`src/sv/nbsu_pkg.sv`:
```
// Shared definitions for the Neumann boundary stencil update core.
// Holds width defaults, the fixed-point weight offset and the divider tag type.
// No dependencies.
package nbsu_pkg;

   // Default widths of the solution values and normal components.
   localparam int VALUE_WIDTH_DEFAULT  = 22;
   localparam int NORMAL_WIDTH_DEFAULT = 16;

   // Normals carry 14 fraction bits, so one third scaled by 3 * 2^14 is 2^14.
   localparam int NORMAL_FRAC_BITS = 14;
   localparam int ONE_THIRD_SCALED = 1 << NORMAL_FRAC_BITS;

   // Side information that travels with an item through the divider.
   typedef struct packed {
      logic ok;    // boundary voxel with a neighbor on every axis
      logic neg;   // weighted sum was negative
   } nbsu_tag_type;

endpackage

```
`src/sv/nbsu_div.sv`:
```
// Pipelined restoring divider, one quotient bit per register stage.
// Computes floor(num / den) for quotients that fit in QUO_WIDTH bits.
// Depends on nbsu_pkg for the tag type.
module nbsu_div #(
   parameter int QUO_WIDTH = 22,
   parameter int REM_WIDTH = 47,
   parameter int DEN_WIDTH = 21
) (
   input  logic                  clock,
   input  logic                  reset,
   input  logic                  in_valid,
   output logic                  in_ready,
   input  logic [REM_WIDTH-1:0]  in_num,
   input  logic [DEN_WIDTH-1:0]  in_den,
   input  nbsu_pkg::nbsu_tag_type in_tag,
   output logic                  out_valid,
   input  logic                  out_ready,
   output logic [QUO_WIDTH-1:0]  out_quo,
   output nbsu_pkg::nbsu_tag_type out_tag
);
   import nbsu_pkg::*;

   // Stage registers; stage i decides quotient bit QUO_WIDTH-1-i.
   logic [QUO_WIDTH-1:0] vld_ff;
   logic [REM_WIDTH-1:0] rem_ff [QUO_WIDTH];
   logic [DEN_WIDTH-1:0] den_ff [QUO_WIDTH];
   logic [QUO_WIDTH-1:0] quo_ff [QUO_WIDTH];
   nbsu_tag_type         tag_ff [QUO_WIDTH];

   // A stage loads when it is empty or when the stage after it loads.
   logic [QUO_WIDTH:0] load;
   assign load[QUO_WIDTH] = out_ready;

   for (genvar i = 0; i < QUO_WIDTH; i++) begin : g_stage
      localparam int SHIFT = QUO_WIDTH - 1 - i;

      logic                 vld_prev;
      logic [REM_WIDTH-1:0] rem_prev;
      logic [DEN_WIDTH-1:0] den_prev;
      logic [QUO_WIDTH-1:0] quo_prev;
      nbsu_tag_type         tag_prev;
      logic [REM_WIDTH-1:0] trial;
      logic                 take;
      logic [REM_WIDTH-1:0] rem_in;
      logic [QUO_WIDTH-1:0] quo_in;

      if (i == 0) begin : g_first
         assign vld_prev = in_valid;
         assign rem_prev = in_num;
         assign den_prev = in_den;
         assign quo_prev = '0;
         assign tag_prev = in_tag;
      end else begin : g_next
         assign vld_prev = vld_ff[i-1];
         assign rem_prev = rem_ff[i-1];
         assign den_prev = den_ff[i-1];
         assign quo_prev = quo_ff[i-1];
         assign tag_prev = tag_ff[i-1];
      end

      assign load[i] = !vld_ff[i] || load[i+1];

      // Compare against the divisor aligned to this quotient bit.
      assign trial  = {{(REM_WIDTH-DEN_WIDTH){1'b0}}, den_prev} << SHIFT;
      assign take   = (rem_prev >= trial);
      assign rem_in = take ? (rem_prev - trial) : rem_prev;
      assign quo_in = {quo_prev[QUO_WIDTH-2:0], take};

      always_ff @(posedge clock) begin
         if (reset) begin
            vld_ff[i] <= 1'b0;
         end else if (load[i]) begin
            vld_ff[i] <= vld_prev;
         end
      end

      always_ff @(posedge clock) begin
         if (load[i]) begin
            rem_ff[i] <= rem_in;
            den_ff[i] <= den_prev;
            quo_ff[i] <= quo_in;
            tag_ff[i] <= tag_prev;
         end
      end
   end

   assign in_ready  = load[0];
   assign out_valid = vld_ff[QUO_WIDTH-1];
   assign out_quo   = quo_ff[QUO_WIDTH-1];
   assign out_tag   = tag_ff[QUO_WIDTH-1];

   // For a valid item whose tag is ok, the final remainder is below the divisor.
   a_rem_below_den: assert property (@(posedge clock) disable iff (reset)
      (vld_ff[QUO_WIDTH-1] && tag_ff[QUO_WIDTH-1].ok) |->
      (rem_ff[QUO_WIDTH-1] < {{(REM_WIDTH-DEN_WIDTH){1'b0}}, den_ff[QUO_WIDTH-1]}))
      else $error("divider remainder not below divisor");

   // A finished item that is not taken stays in the last stage.
   a_out_held: assert property (@(posedge clock) disable iff (reset)
      (out_valid && !out_ready) |=> out_valid)
      else $error("divider dropped a stalled item");

   // An empty first stage always accepts.
   a_first_free: assert property (@(posedge clock) disable iff (reset)
      !vld_ff[0] |-> in_ready)
      else $error("divider refused an item with an empty first stage");

endmodule

```
`config.mk`:
```
export PLATFORM = sky130hd
export DESIGN_NAME = nbsu_div
export DESIGN_NICKNAME = d
export VERILOG_FILES = /design/src/sv/nbsu_pkg.sv /design/src/sv/nbsu_div.sv
export SDC_FILE = /design/constraint.sdc
export NUM_CORES = 2
export LEC_CHECK = 0
export BUFFER_PORTS_ARGS = -buffer_cell sky130_fd_sc_hd__buf_2
export CORE_UTILIZATION = 43
export CTS_BUF_LIST = sky130_fd_sc_hd__clkbuf_4 sky130_fd_sc_hd__clkbuf_8
export DETAILED_ROUTE_END_ITERATION = 7
export PLACE_DENSITY_LB_ADDON = 0.15
export SETUP_SLACK_MARGIN = 0.15
export SLEW_MARGIN = 15
export SYNTH_ARGS = -nofsm -noshare
export SYNTH_HDL_FRONTEND = slang
export SYNTH_SLANG_ARGS = --single-unit
```
`constraint.sdc`:
```
create_clock -name clock -period 9.2 [get_ports clock]
set_input_delay 0.46 -clock clock [delete_from_list [all_inputs] [get_ports clock]]
set_output_delay 0.46 -clock clock [all_outputs]
set_load 0.01 [all_outputs]
```
==> impl_metrics.ini <==
[floorplanning]
die_area_mm2 = 0.207
die_w_um = 454
die_h_um = 454
num_io_pins = 100
initial_utilization = 0.434
core-area_mm2 = 0.203
std_cell_rows = 165

[finish]
fin_area_mm2 = 0.0987
fillers = 18100
fin_nets = 8290
final_cells = 10600
utilization = 0.487
final_cell_mix = edfxtp_1, inv_1, nand2_1
final_common_cell = edfxtp_1
area_growth_pct = 12.2
layout-drive-gt1-share = 0.102

[critical_path]
cp_common_cell = buf_4
critPathSlowestCell = and3_1
crit_type = flop to primary output
r2r_slack_ns = 4.70
path_buf_inv = 4
startpoint = out_valid
crit_arrival_ns = 4.62
cpLargestDelayFamily = simple AND/OR/NAND/NOR gates
cp.required_ns = 8.74
cp_max_fo = 47
critPathCapture = in_ready
r2r_end = rem_ff[2][187]
r2r.worst_path.cells = 11
cp_num_cells = 12
cpPeakStageDelay_ns = 0.39
worstSetupEndpointType = primary output
crit_chain = and3b_1, and4_1, nand2_4, nor3_1, buf_4, nand2_4, nor2_1, and3_1, nand4_1, buf_4, buf_4, buf_2
start_kind = flop
r2r_start = rem_ff[2][102]

[clock_tree]
cts_setup_buffers = 0
cts_tree = yes
cts_resized = 0
clk_pin_slew_ns = 0.06
h-tree-depth = 5
max-clock-path-buffers = 4
clkLatencyLatePin_ns = 1.00
cts_buffers = 319
cts-root-buf = clkbuf_8
cts.sinks = 1747
cts-hold-fix-buffers = 78

[synthesis]
syn_nets = 7887
syn_area_per_cell_um2 = 12.0
synth_top_area_frac = 0.589
yosysUniqueCellTypes = 93
yosysTopAreaCell = edfxtp_1
synth_cells = 7330
synth-seq-cells = 1747
postSynth.asyncResetShare = 0
yosysSeqAreaShare = 0.594
synth_enable_flop_cells = 1725
ys_top_cells_by_area = edfxtp_1, ha_1, xnor2_1
yosysWarnings = 0
syn_area_mm2 = 0.0880
synth_ff_type = edfxtp_1

[route]
firstDrtPassIters = 5
ant_nets = 0
wl_um = 200000
via_per_inst = 5.35
drc = 0
drtIter0Drc = 3479
wl_per_cell_um = 18.8
vias = 56800

[pwr]
design_power_total_mw = 30.8
powerDensity_mw_per_mm2 = 312
total_leakage_power_nw = 38.2
irDropWorstVdd_mv = 0.162

[place]
dp_slack_ns = 4.84
numPortBuffers = 99
dpl.cell_count = 10000
dp.final_hpwl_um = 151000
place_area_mm2 = 0.0918
routabilityCongestion = 0.895

[timing]
slew_headroom = 0.170
fin_skew_ns = 0.0855
hold_ws_ns = 0.211
timing.final.ws_setup_ns = 4.12
rsz0062_at_grt = no
setup_viol = 0
min_period_ns = 5.08
worstMarginPinSlew_ns = 1.23
max_freq_ghz = 0.197
setup_tns_ns = 0
final.period_utilization = 0.552
slew_viol_final = 0
hold_viol_final = 0

[global_routing]
grt_pass1_vias = 56500
overflow = 0
grt_pass1_wl_um = 311000
antenna_found_initial = 4
grt_usage = 0.192
grt_max_degree = 84

[run_status]
status = finished clean

[hold_path]
holdCritPathClass = input pin to flop

[flow_run]
cap_violations = 0
cell usage after synthesis (all sizes together) (162+ instances only):
master  count
ha        462
nand2     535
nor3      175
xor2      308
xnor2     334
edfxtp   1725
nor2      495
nor4      162
o21ai     403
inv       604
a21oi     480
a21o      180
registers in the layout, summed over array words and instances, names as in the netlist:
signal	flops
tag_ff	44
out_valid	1
quo_ff	253
g_stage.vld_prev	21
rem_ff	987
den_ff	441
area by class of cell:
| cell class | count | area (um^2) | area share |
|---|---|---|---|
| sequential | 1747 | 52200 | 0.529 |
| multi-input combinational | 4838 | 33100 | 0.335 |
| clock buffer | 398 | 5030 | 0.0509 |
| tap | 2672 | 3340 | 0.0339 |
| inverter | 604 | 2270 | 0.0230 |
| timing repair buffer | 223 | 1620 | 0.0164 |
| clock inverter | 140 | 1100 | 0.0112 |
| antenna | 3 | 7.51 | 0.0000760 |
power breakdown:
part           total [mW]  switching (mW)  internal, mW
clock network        7.22            3.15          4.07
registers            13.1            1.64          11.5
logic                10.5            5.79          4.67
cells by family (layout without fill, tap and decap cells):
logic type / Yosys count / after routing / synth area share
DFF: 1747 / 1747 / 0.594
xor gates and xnor gates: 642 / 642 / 0.0639
buffers and inverters: 745 / 1365 / 0.0321
adders and majority gates: 483 / 483 / 0.0705
muxes: 100 / 100 / 0.0127
and+or+nand+nor: 2072 / 2072 / 0.118
AOI/OAI and AO/OA: 1541 / 1541 / 0.110
other: 0 / 3 / 0
per-layer routing:
layer,vias up,GRT usage,share of wire,wire length [um]
met3,417,0.0276,0.035,6950
met2,1078,0.361,0.53,106000
met1,27400,0.218,0.40,80300
met5,-,0,0,0
li1,28000,-,-,-
met4,0,0.0705,0.032,6350
worst min path at each step:
stage	startpoint	to	cells past startpoint
after floorplan	quo_ff[9][9]	quo_ff[10][10]	0
after global placement	quo_ff[3][3]	quo_ff[4][4]	0
after detailed placement	quo_ff[12][9]	quo_ff[13][10]	0
after CTS	in_tag[0]	tag_ff[0][0]	2
after global routing	in_num[1]	rem_ff[0][1]	2
final	in_tag[1]	tag_ff[0][1]	2
Power figures use the tool's default switching activity.
